==> config.mk <==
export PLATFORM = sky130hd
export DESIGN_NAME = ame_control
export DESIGN_NICKNAME = d
export VERILOG_FILES = /design/src/hdl/ame_pkg.sv /design/src/hdl/ame_control.sv
export SDC_FILE = /design/constraint.sdc
export NUM_CORES = 1
export LEC_CHECK = 0
export BUFFER_PORTS_ARGS = -buffer_cell sky130_fd_sc_hd__clkbuf_2
export CAP_MARGIN = 10
export CORE_AREA = 2 2 39 41
export DETAILED_ROUTE_END_ITERATION = 10
export DIE_AREA = 0 0 41 43
export SLEW_MARGIN = 15
export SYNTH_ARGS = -nofsm -noshare
export SYNTH_HDL_FRONTEND = slang
export SYNTH_SLANG_ARGS = --single-unit
==> constraint.sdc <==
create_clock -name clock -period 1.4 [get_ports clock]
set_clock_uncertainty 0.1 [all_clocks]
set_input_delay 0.28 -clock clock [delete_from_list [all_inputs] [get_ports clock]]
set_output_delay 0.28 -clock clock [all_outputs]
set_load 0.1 [all_outputs]
==> src/hdl/ame_pkg.sv <==
// Package: shared types, constants and operation codes for the accumulator machine.
`default_nettype none
package ame_pkg;
   localparam int MemWords = 100;
   localparam int WordBits = 32;
   localparam int AddrBits = 7;
   localparam int CntBits  = 6;

   localparam logic [3:0] OP_READ     = 4'd0;
   localparam logic [3:0] OP_LOAD     = 4'd1;
   localparam logic [3:0] OP_STORE    = 4'd2;
   localparam logic [3:0] OP_ADD      = 4'd3;
   localparam logic [3:0] OP_SUB      = 4'd4;
   localparam logic [3:0] OP_DIV      = 4'd5;
   localparam logic [3:0] OP_MUL      = 4'd6;
   localparam logic [3:0] OP_JUMP     = 4'd7;
   localparam logic [3:0] OP_JUMPNEG  = 4'd8;
   localparam logic [3:0] OP_JUMPZERO = 4'd9;
   localparam logic [3:0] OP_JUMPNZ   = 4'd10;
   localparam logic [3:0] OP_LOADIND  = 4'd11;
   localparam logic [3:0] OP_STOREIND = 4'd12;

   localparam logic [1:0] ST_OK    = 2'd0;
   localparam logic [1:0] ST_DIV0  = 2'd1;
   localparam logic [1:0] ST_RANGE = 2'd2;

   typedef struct packed {
      logic [3:0]          mode;
      logic [6:0]          operand_address;
      logic signed [31:0]  in_value;
   } req_type;

   typedef struct packed {
      logic signed [31:0]  accumulator_out;
      logic [6:0]          next_pc;
      logic                branch_taken;
      logic signed [31:0]  memory_word;
      logic [1:0]          status;
   } rsp_type;

   // Commands from the controller to the datapath.
   typedef struct packed {
      logic clear_step;   // write zero at clear address, advance
      logic capture;      // latch request
      logic rd_direct;    // read memory at operand address
      logic rd_pointer;   // read memory at pointer word
      logic execute;      // apply operation after direct read
      logic exec_ind;     // apply indirect operation after pointer read
      logic div_start;
      logic div_step;
      logic div_finish;
      logic mul_finish;
   } cmd_type;

   // Status from the datapath to the controller.
   typedef struct packed {
      logic clear_done;
      logic div_last;
      logic [3:0] mode;
      logic addr_ok;
      logic div_zero;
   } sts_type;
endpackage
`default_nettype wire

==> src/hdl/ame_control.sv <==
// Controller: sequences clearing, memory reads, execution and the handshakes.
`default_nettype none
module ame_control (
   input  wire logic             clock,
   input  wire logic             reset,
   input  wire logic             req_valid,
   output logic                  req_stall,
   output logic                  rsp_valid,
   input  wire logic             rsp_stall,
   input  wire ame_pkg::sts_type sts,
   output ame_pkg::cmd_type      cmd
);
   import ame_pkg::*;

   localparam logic [3:0] S_CLEAR = 4'd0;
   localparam logic [3:0] S_IDLE  = 4'd1;
   localparam logic [3:0] S_READ  = 4'd2;
   localparam logic [3:0] S_EXEC  = 4'd3;
   localparam logic [3:0] S_IEXEC = 4'd4;
   localparam logic [3:0] S_DSTEP = 4'd5;
   localparam logic [3:0] S_DFIN  = 4'd6;
   localparam logic [3:0] S_MFIN  = 4'd7;

   logic [3:0] state_ff, state_in;
   logic       rvalid_ff, rvalid_in;
   logic       accept, done;

   assign req_stall = !(state_ff == S_IDLE) || (rvalid_ff && rsp_stall);
   assign accept    = req_valid && !req_stall;
   assign rsp_valid = rvalid_ff;

   always_comb begin
      cmd      = '0;
      state_in = state_ff;
      done     = 1'b0;
      unique case (state_ff)
         S_CLEAR: begin
            cmd.clear_step = 1'b1;
            if (sts.clear_done) begin
               cmd.clear_step = 1'b0;
               state_in = S_IDLE;
            end
         end
         S_IDLE: begin
            if (accept) begin
               cmd.capture = 1'b1;
               state_in = S_READ;
            end
         end
         S_READ: begin
            cmd.rd_direct = 1'b1;
            state_in = S_EXEC;
         end
         S_EXEC: begin
            cmd.execute = 1'b1;
            priority if (!sts.addr_ok && sts.mode <= OP_STOREIND) begin
               done = 1'b1;
               state_in = S_IDLE;
            end else if (sts.mode == OP_LOADIND || sts.mode == OP_STOREIND) begin
               // pointer word is in rdata; fetch the target
               cmd.execute = 1'b0;
               cmd.rd_pointer = 1'b1;
               state_in = S_IEXEC;
            end else if (sts.mode == OP_DIV && !sts.div_zero) begin
               cmd.div_start = 1'b1;
               state_in = S_DSTEP;
            end else if (sts.mode == OP_MUL) begin
               state_in = S_MFIN;
            end else begin
               done = 1'b1;
               state_in = S_IDLE;
            end
         end
         S_IEXEC: begin
            cmd.exec_ind = 1'b1;
            done = 1'b1;
            state_in = S_IDLE;
         end
         S_DSTEP: begin
            cmd.div_step = 1'b1;
            if (sts.div_last) begin
               state_in = S_DFIN;
            end
         end
         S_DFIN: begin
            cmd.div_finish = 1'b1;
            done = 1'b1;
            state_in = S_IDLE;
         end
         S_MFIN: begin
            cmd.mul_finish = 1'b1;
            done = 1'b1;
            state_in = S_IDLE;
         end
         default: state_in = S_IDLE;
      endcase
   end

   always_comb begin
      rvalid_in = rvalid_ff;
      if (rvalid_ff && !rsp_stall) begin
         rvalid_in = 1'b0;
      end
      if (done) begin
         rvalid_in = 1'b1;
      end
   end

   always_ff @(posedge clock) begin
      if (reset) begin
         state_ff  <= S_CLEAR;
         rvalid_ff <= 1'b0;
      end else begin
         state_ff  <= state_in;
         rvalid_ff <= rvalid_in;
      end
   end
endmodule
`default_nettype wire

# Word level (Yosys, flattened, before mapping)
# Index checks and enable logic that the tools add are counted.
classes:
  muxes: 31
  n_reduce_logical: 16
  magnitude_cmp: 1
  eq_ne: 14
op_table:
  columns: ["cell", "n"]
  rows:
  - ["$eq A4 B3 Y1 const B", 6]
  - ["$mux W4", 6]
  - ["$pmux W4 S5", 1]
  - ["$mux W1", 19]
  - ["$eq A4 B2 Y1 const B", 2]
  - ["$eq A4 B4 Y1 const B", 2]
  - ["$mux W2", 3]
  - ["$ne A2 B2 Y1 const B", 3]
  - ["$logic_and A1 B1 Y1", 5]
  - ["$logic_not A1 Y1", 5]
  - ["$eq A4 B1 Y1 const B", 1]
  - ["$le A4 B4 Y1 const B", 1]
  - ["$logic_not A4 Y1", 1]
  - ["$mux W3", 1]
  - ["$reduce_and A3 Y1", 1]
  - ["$reduce_or A3 Y1", 1]
  - ["$logic_or A1 B1 Y1", 2]
  - ["$pmux W1 S2", 1]
  - ["$reduce_bool A2 Y1", 1]
totals:
  out_inout_bits: 12
  word_cells: 64
  inputBits: 12
  ff_bits: 5

# Longest topological paths before layout
# Gate-level depths: netlist of the first run.
logic_depth:
  ltp_word: 7
  ltp_mapped: 5
  depth_no_buf: 4

# Worst setup path after synthesis of the first run
# OpenSTA, ideal clock, no wires.
synth_path:
  path_type: "reg-to-output"
  startpoint: "register state_ff[2]"
  endpoint: "output cmd[3] (netlist bit)"
  stages_incl_launch_ff: 5
  required_time_ns: 1.020
  n_path_buf: 1
  path_slack_ns: -2.620
  arrival_time_ns: 3.640
  cell_sequence: "dfxtp_1 > buf_2 > and2b_1 > nand2_1 > nor4_1"
synth_lines:
  columns: ["item", "line", "source"]
  rows:
  - ["from (decl)", "ame_control.sv:24", "logic [3:0] state_ff, state_in;"]
  - ["from (signal assigned)", "ame_control.sv:114", "state_ff <= state_in;"]
  - ["to (decl)", "ame_control.sv:11", "output ame_pkg::cmd_type cmd"]

==> impl_metrics.json, run 1 <==
{
  "grt_setup_unrepaired": "true",
  "postLayoutCellArea_sq_um": 1070,
  "critical_path_required_ns": 1.02,
  "grt_max_degree": 9,
  "clock_tree.buffer_depth": 2,
  "finalHoldViolCount": 0,
  "fin_nets": 112,
  "synthToLayoutAreaGrowth_pct": 160,
  "asyncSetResetFlopFracSynth_pct": 0,
  "max_clock_freq_mhz": 575,
  "seq_area_frac_synth_pct": 19.5,
  "endpoint_kind": "output pin",
  "io_pins": 24,
  "routed_wl_mm": 1.64,
  "ys_top_cells_by_area": "sky130_fd_sc_hd__dfxtp_1 (20%), sky130_fd_sc_hd__nand2_1 (7.3%), sky130_fd_sc_hd__nor2b_1 (6.1%)",
  "synth.most_common_cell": "sky130_fd_sc_hd__nand2_1",
  "synth_top_cells_by_count": "sky130_fd_sc_hd__nand2_1 (8), sky130_fd_sc_hd__nor2_1 (5), sky130_fd_sc_hd__dfxtp_1 (4), sky130_fd_sc_hd__nor2b_1 (4)",
  "floorplan.die.height_microns": 43,
  "yosys_register_bits": 4,
  "max_cap_viol_count": 0,
  "floorplan.initialDensity_pct": 29.7,
  "total_vias_in_the_final_route": 608,
  "dpl-instance-area_sq_um": 882,
  "synth_edf_count": 0,
  "antenna_found_initial": 0,
  "setup-tns-final_ns": -2.60,
  "postSynthAreaPerCell_sq_um": 7.60,
  "hold_ws_ns": 0.218,
  "diodes": 0,
  "min_period_over_period_pct": 124,
  "number_of_buffers_inserted_by_hold_repair_at_cts": 0,
  "ir_worst_vdd_uv": 454,
  "cell_by_cell_listing_of_the_critical_path": "and2b_2 > nand2_2 > nor4_4 > buf_12",
  "drive_above_1_share_pct": 75.8,
  "drt_first_iter_violations": 10,
  "powerDensity_nw_per_um2": 812,
  "grt.overflow.total": 0,
  "setup_ws_ns": -0.340,
  "clk_pin_slew_ns": 0.04,
  "post-dp-hpwl_mm": 1.05,
  "hold_path.class": "input pin to register",
  "clock_period_minus_final_worst_setup_slack_ns": 1.74,
  "drt-pass1-iter-count": 4,
  "synth_cell_types": 31,
  "synthesis.area_sq_um": 410,
  "cts_root_buf": "sky130_fd_sc_hd__clkbuf_4",
  "syn_nets": 66,
  "worst-slew-pin-transition_ns": 0.303,
  "routabilityCongestion": 0.832,
  "synth.yosys.warnings": 0,
  "number_of_levels_the_h_tree_was_split_into": 1,
  "critPathArrivalTime_ns": 1.36,
  "postSynth.topFlopCell": "sky130_fd_sc_hd__dfxtp_1",
  "port_buffers": 23,
  "worst_setup_path_start_kind": "register",
  "worst_path_max_delay_cell": "sky130_fd_sc_hd__dfxtp_2",
  "floorplan.die.width_microns": 41,
  "vias_per_cell": 5.29,
  "largest_fanout_on_the_critical_path": 3,
  "grt.total_usage_pct": 22.0,
  "route.antenna.remaining_nets": 0,
  "fp.dieArea_sq_um": 1760,
  "clk-insertion-delay-late_ns": 0.25,
  "leakage_nw": 0.451,
  "wl_per_cell_microns": 14.3,
  "wire_length_of_the_first_global_routing_pass_mm": 2.64,
  "worst-setup-path-type": "register to output pin",
  "slew_headroom_pct": 79.6,
  "synth.largest_area_cell": "sky130_fd_sc_hd__dfxtp_1",
  "final-max-slew-violation-count": 0,
  "final-setup-viol-count": 11,
  "detailed_route_drc_error_count": 0,
  "critical_path_max_stage_delay_ns": 0.35,
  "grt_pass1_vias": 624,
  "floorplan.rows": 14,
  "clkSinkCount": 4,
  "tritoncts.num_buffers": 3,
  "tritoncts": "built",
  "run_status": "finished, violations left",
  "violations_in_the_final_reports": "setup timing",
  "core_area_sq_um": 1380,
  "yosysTopAreaCellShare_pct": 19.5,
  "synthCells": 54
}
worst max-delay path, delay by kind of cell, from the launching register on:
kind                   cells  cell delay [ns]
and+or+nand+nor            3             0.54
DFF                        1             0.35
buffers and inverters      1             0.21
cell type report:
type                    instances  area (sq um)
fillers                        88           318
well taps                      16          20.0
clock buffers                   4          26.3
repair buffers                 44           475
flip-flops and latches          4          88.8
multi-input cells              45           448
inverters                       2          7.51
layout by cell type (no fill, tap or decap), types with 3 or more instances in the layout:
cell type | Yosys | routed
sky130_fd_sc_hd__clkbuf_4 | 0 | 3
sky130_fd_sc_hd__nor2b_4 | 1 | 4
sky130_fd_sc_hd__nor2_4 | 0 | 4
sky130_fd_sc_hd__buf_6 | 0 | 6
sky130_fd_sc_hd__clkbuf_2 | 0 | 11
sky130_fd_sc_hd__nand2_1 | 8 | 6
sky130_fd_sc_hd__buf_12 | 0 | 12
sky130_fd_sc_hd__buf_4 | 1 | 15
final timing paths:
kind,to,from,slack (ns),cells past startpoint
setup reg to reg,state_ff[2],state_ff[0],0.02,6
hold / removal,state_ff[1],reset,0.22,2
setup / recovery,cmd[3],state_ff[1],-0.34,4
hold reg to reg,rsp_valid,rsp_valid,0.59,2
metal layers:
metal	wire, microns	share of wire [%]	global-route usage, %	up-vias
met5	0	0	0	-
met1	639	39	25.8	286
met4	34	2.1	6.00	0
met3	107	6.5	7.33	7
li1	-	-	-	286
met2	858	52	36.3	29
through the flow:
stage / instances / power (W) / setup slack [ns] / util, %
after global placement: 102 / 0.000580 / -0.179 / 63.7
after CTS: 113 / 0.000838 / -0.345 / 73.4
after global routing: 115 / 0.000912 / -0.415 / 77.0
final: 115 / 0.000865 / -0.340 / 77.0
after floorplan: 54 / 0.000422 / -0.835 / -
after detailed placement: 102 / 0.000585 / -0.198 / 63.7
cell families after synthesis:
| family | synth area share [%] |
|---|---|
| buf+inv | 6.10 |
| simple gates | 52.1 |
| mux | 5.18 |
| flops | 19.5 |
| compound gates | 17.1 |
repair_timing:
| action | 4_1_cts | 5_1_grt |
|---|---|---|
| pin swaps | 5 | 4 |
| resized for setup | 17 | 7 |
| buffers inserted | 7 | 3 |
| setup endpoints to repair | 14 | 14 |
registers in the layout, summed over array words and instances (netlist names):
name       flops
rsp_valid      1
state_ff       3
power breakdown:
part           switching [W]  internal (W)
registers          0.0000148      0.000129
logic               0.000301      0.000249
clock network      0.0000644      0.000108
No activity file was read; power rests on OpenSTA's default activity.
==> run 2, diff against run 1 <==
CTS_BUF_LIST = sky130_fd_sc_hd__clkbuf_8   (was default)
==> run 2 against run 1 <==
Against the previous run: largest cell class unchanged; via count fell by 3.1%; hold slack gained 0.016 ns; fmax increased by 0.76%; cell area increased by 1.4%; global-route usage shrank 1.5 points; sequential power about the same; the run still ends with setup timing left; flip-flop and latch count is the same; routed wire length is 3.5% higher; highest routed layer unchanged; first-iteration DRC count is 60% higher; non-clock buffer count stayed put; clock power grew 57%.
==> impl_metrics.json, run 2 (synthesis results as in run 1) <==
{
  "worst_setup_path_start_kind": "register",
  "critical_path.n_buffers_inverters": 1,
  "setup_ws_ns": -0.327,
  "clk-insertion-delay-late_ns": 0.23,
  "detailed_route_drc_error_count": 0,
  "final-setup-viol-count": 11,
  "leakage_nw": 0.460,
  "multiInputGateArea_sq_um": 444,
  "floorplan.rows": 14,
  "critical_path_max_stage_delay_ns": 0.31,
  "worst_path_dominant_cell_family": "simple AND/OR/NAND/NOR gates",
  "min_period_over_period_pct": 123,
  "synthToLayoutAreaGrowth_pct": 163,
  "grt_max_degree": 9,
  "total_power_w": 0.000959,
  "clock_tree.buffer_depth": 2,
  "floorplan.die.height_microns": 43,
  "fp.dieArea_sq_um": 1760,
  "grt_pass1_vias": 589,
  "number_of_levels_the_h_tree_was_split_into": 1,
  "endpoint_kind": "output pin",
  "core_area_sq_um": 1380,
  "cts_root_buf": "sky130_fd_sc_hd__clkbuf_8",
  "worst-slew-pin-transition_ns": 0.293,
  "finalHoldViolCount": 0,
  "clk_pin_slew_ns": 0.04,
  "drive_above_1_share_pct": 77.8,
  "diodes": 0,
  "largest_register_ffs": 3,
  "largest-register": "state_ff",
  "tritoncts": "built",
  "most-common-layout-cells": "sky130_fd_sc_hd__buf_4 (16), sky130_fd_sc_hd__buf_12 (12), sky130_fd_sc_hd__clkbuf_2 (11)",
  "run_status": "finished, violations left",
  "fin_nets": 112,
  "max_clock_freq_mhz": 579,
  "grt.total_usage_pct": 20.5,
  "hold_path.class": "input pin to register",
  "max_cap_viol_count": 0,
  "wire_length_of_the_first_global_routing_pass_mm": 2.44,
  "vias_per_cell": 5.12,
  "clock_period_minus_final_worst_setup_slack_ns": 1.73,
  "grt.overflow.total": 0,
  "routed_wl_mm": 1.70,
  "drt_first_iter_violations": 16,
  "violations_in_the_final_reports": "setup timing",
  "route.antenna.remaining_nets": 0,
  "ir_worst_vdd_uv": 523,
  "floorplan.initialDensity_pct": 29.7,
  "port_buffers": 23,
  "setup-tns-final_ns": -2.57,
  "worst_path_max_delay_cell": "sky130_fd_sc_hd__nor4_4",
  "wl_per_cell_microns": 14.8,
  "antenna_found_initial": 0,
  "tritoncts.num_buffers": 3,
  "floorplan.die.width_microns": 41,
  "fill_cells": 88,
  "final-max-slew-violation-count": 0,
  "powerDensity_nw_per_um2": 887,
  "slew_headroom_pct": 80.3,
  "drt-pass1-iter-count": 4,
  "total_vias_in_the_final_route": 589,
  "post-dp-hpwl_mm": 1.05,
  "cell_by_cell_listing_of_the_critical_path": "and2b_2 > nand2_2 > nor4_4 > buf_12",
  "clkSinkCount": 4,
  "critical_path_required_ns": 1.02,
  "grt_setup_unrepaired": "true",
  "area.sequential_sq_um": 88.8,
  "worst-setup-path-type": "register to output pin",
  "routabilityCongestion": 0.832,
  "leading_cell_type_in_the_layout_fill_and_taps_excluded": "sky130_fd_sc_hd__buf_4",
  "critPathArrivalTime_ns": 1.35,
  "number_of_buffers_inserted_by_hold_repair_at_cts": 0,
  "largest_fanout_on_the_critical_path": 2,
  "io_pins": 24
}
## run 2: layout make-up
| class | count | area share [%] |
|---|---|---|
| sequential | 4 | 8.22 |
| multi-input combinational | 45 | 41.1 |
| clock buffer | 3 | 3.82 |
| timing repair buffer | 44 | 43.6 |
| clock inverter | 1 | 0.347 |
| tap | 16 | 1.85 |
| inverter | 2 | 1.04 |
## run 2: routing by layer
metal / global-route usage (%) / wire, microns
met1: 24.4 / 710
met5: 0 / 0
met3: 6.81 / 71
met4: 6.67 / 19
met2: 32.8 / 896
## run 2: path summary, 6_finish.rpt
| kind | start | endpoint | slack (ns) | cells after the start |
|---|---|---|---|---|
| max | state_ff[2] | cmd[3] | -0.33 | 4 |
| min | reset | state_ff[1] | 0.23 | 2 |
| max reg2reg | state_ff[0] | state_ff[2] | 0.01 | 6 |
| min reg2reg | rsp_valid | rsp_valid | 0.59 | 2 |
## run 2: worst register-to-register path, cell delays in order (launching register included)
cell                      delay (ns)
sky130_fd_sc_hd__dfxtp_4        0.36
sky130_fd_sc_hd__buf_6          0.13
sky130_fd_sc_hd__buf_6          0.11
sky130_fd_sc_hd__buf_6          0.11
sky130_fd_sc_hd__nor2b_4        0.12
sky130_fd_sc_hd__nor3b_2        0.16
sky130_fd_sc_hd__a31o_1         0.18
## run 2: where the power goes
part / switching (W) / internal [W]
Combinational: 0.000300 / 0.000245
Clock: 0.0000810 / 0.000189
Sequential: 0.0000148 / 0.000129
Total: 0.000396 / 0.000563
## run 2: through the flow
stage / utilization, % / instances / cell area (sq um) / hold slack [ns] / setup slack [ns]
6_report: 78.1 / 115 / 1080 / 0.234 / -0.327
5_1_grt: 78.1 / 115 / 1080 / 0.248 / -0.389
4_1_cts: 74.2 / 113 / 1030 / 0.191 / -0.316
3_5_place_dp: 63.7 / 102 / 882 / 0.426 / -0.198
3_3_place_gp: 63.7 / 102 / 882 / 0.423 / -0.179
2_1_floorplan: - / 54 / 507 / 0.250 / -0.835
## run 2: repair_timing
| item | in CTS | in global routing |
|---|---|---|
| endpoints found under the setup margin | 13 | 15 |
| buffers inserted | 7 | 3 |
| gates resized for setup | 14 | 10 |
| pin swaps | 5 | 2 |
| gates cloned | 0 | 0 |
==> run 3, diff against run 2 <==
clock period = 2.1 ns   (was 1.4 ns; I/O delays follow)
==> run 3 against run 2 <==
Against the previous run: the run now ends clean; first-iteration DRC count decreased by 44%; worst setup slack improved by 0.47 ns; critical path depth unchanged; via count decreased by 17%; hold slack improved by 0.094 ns; critical path type unchanged.
==> impl_metrics.json, run 3 (synthesis results as in run 1) <==
{
  "grt.overflow.total": 0,
  "postLayoutCellArea_sq_um": 822,
  "utilization_pct": 59.4,
  "clk_pin_slew_ns": 0.03,
  "critical_path.n_buffers_inverters": 1,
  "slew_headroom_pct": 64.3,
  "final-setup-viol-count": 0,
  "core_area_sq_um": 1380,
  "max_clock_freq_mhz": 510,
  "floorplan.die.width_microns": 41,
  "tritoncts.num_buffers": 3,
  "setup-tns-final_ns": 0,
  "cell_by_cell_listing_of_the_critical_path": "and2b_1 > nand2_1 > nor4_4 > buf_12",
  "floorplan.initialDensity_pct": 29.7,
  "wire_length_of_the_first_global_routing_pass_mm": 1.93,
  "tritoncts": "built",
  "final-max-slew-violation-count": 0,
  "io_pins": 24,
  "clkSinkCount": 4,
  "clk-insertion-delay-late_ns": 0.22,
  "port_buffers": 23,
  "dpl-instance-area_sq_um": 781,
  "fin_nets": 96,
  "routed_wl_mm": 1.05,
  "worst_path_max_delay_cell": "sky130_fd_sc_hd__nor4_4",
  "antenna_found_initial": 0,
  "number_of_buffers_inserted_by_hold_repair_at_cts": 0,
  "drt_first_iter_violations": 9,
  "fill_cells": 115,
  "area.sequential_sq_um": 81.3,
  "clock_tree.buffer_depth": 2,
  "critPathArrivalTime_ns": 1.44,
  "most-common-layout-cells": "sky130_fd_sc_hd__clkbuf_2 (12), sky130_fd_sc_hd__buf_12 (10), sky130_fd_sc_hd__nand2_1 (7)",
  "total_vias_in_the_final_route": 489,
  "number_of_levels_the_h_tree_was_split_into": 1,
  "max_cap_viol_count": 0,
  "vias_per_cell": 4.99,
  "cts.repair_timing.setup_buffer_count": 0,
  "largest_register_ffs": 3,
  "worst-setup-path-type": "register to output pin",
  "multiInputGateArea_sq_um": 367,
  "synthToLayoutAreaGrowth_pct": 100,
  "worstHoldStart": "reset",
  "drt-pass1-iter-count": 5,
  "route.antenna.remaining_nets": 0,
  "floorplan.rows": 14,
  "r2r-start": "state_ff[1]",
  "clock_period_minus_final_worst_setup_slack_ns": 1.96,
  "leading_cell_type_in_the_layout_fill_and_taps_excluded": "sky130_fd_sc_hd__clkbuf_2",
  "hold_path.class": "input pin to register",
  "grt_max_degree": 10,
  "routabilityCongestion": 0.779,
  "dp_cells": 95,
  "run_status": "complete, no violations",
  "post-dp-hpwl_microns": 872,
  "worst_path_dominant_cell_family": "simple AND/OR/NAND/NOR gates",
  "total_power_w": 0.000521,
  "drive_above_1_share_pct": 57.3,
  "grt_setup_unrepaired": "false",
  "non_filler_cells_final": 98,
  "grt.total_usage_pct": 15.7,
  "worst_setup_path_start_kind": "register",
  "detailed_route_drc_error_count": 0,
  "wl_per_cell_microns": 10.7,
  "worst-slew-pin-transition_ns": 0.538,
  "largest_fanout_on_the_critical_path": 4,
  "grt_pass1_vias": 470,
  "endpoint_kind": "output pin",
  "worstSetupStartpoint": "state_ff[2]",
  "powerDensity_nw_per_um2": 633,
  "leakage_nw": 0.352,
  "min_period_over_period_pct": 93.4,
  "floorplan.die.height_microns": 43,
  "largest-register": "state_ff",
  "critical_path_required_ns": 1.58,
  "ir_worst_vdd_uv": 311,
  "critical_path_max_stage_delay_ns": 0.31,
  "fp.dieArea_sq_um": 1760,
  "cts_root_buf": "sky130_fd_sc_hd__clkbuf_8",
  "diodes": 0,
  "finalHoldViolCount": 0
}
==> run 3: power breakdown <==
part | switching [W] | internal, W | total, W
Clock | 0.0000420 | 0.000122 | 0.000164
Sequential | 0.00000416 | 0.0000847 | 0.0000889
Combinational | 0.000170 | 0.0000970 | 0.000267
Total | 0.000216 | 0.000304 | 0.000521
==> run 3: timing repair <==
action | in CTS | in global routing
resized for setup | 0 | 0
endpoints found under the hold margin | 0 | 0
endpoints found under the setup margin | 0 | 1
==> run 3: path summary, 6_finish.rpt <==
kind	endpoint	slack [ns]	depth (start not counted)
setup reg to reg	state_ff[0]	0.78	4
hold / removal	state_ff[1]	0.33	2
setup / recovery	cmd[3]	0.14	4
hold reg to reg	rsp_valid	0.50	2
==> run 3: final cells by class <==
class | count | share of cell area (%)
well taps | 16 | 2.44
clock buffers | 3 | 5.02
multi-input cells | 45 | 44.6
repair buffers | 28 | 37.1
inverters | 2 | 0.913
flip-flops and latches | 4 | 9.89
==> run 3: worst reg2reg max path, cell delays in order (launching register included) <==
cell                       delay [ns]
sky130_fd_sc_hd__dfxtp_1         0.30
sky130_fd_sc_hd__buf_4           0.18
sky130_fd_sc_hd__nand2b_4        0.17
sky130_fd_sc_hd__a211o_1         0.30
sky130_fd_sc_hd__a41oi_1         0.20
==> run 3: routing by layer <==
metal  up-vias  share of wire (%)  track usage [%]
li1        249                  -                -
met4         0                2.2             8.00
met1       212                 41             22.2
met3         5                6.7             3.14
met5         -                  0                0
met2        23                 50             21.6
==> run 3: stage by stage <==
stage	hold WS, ns	setup WS [ns]
final	0.329	0.139
after global routing	0.366	0.0291
after CTS	0.333	0.0789
after detailed placement	0.497	0.240
after global placement	0.487	0.237
after floorplan	0.390	-0.357
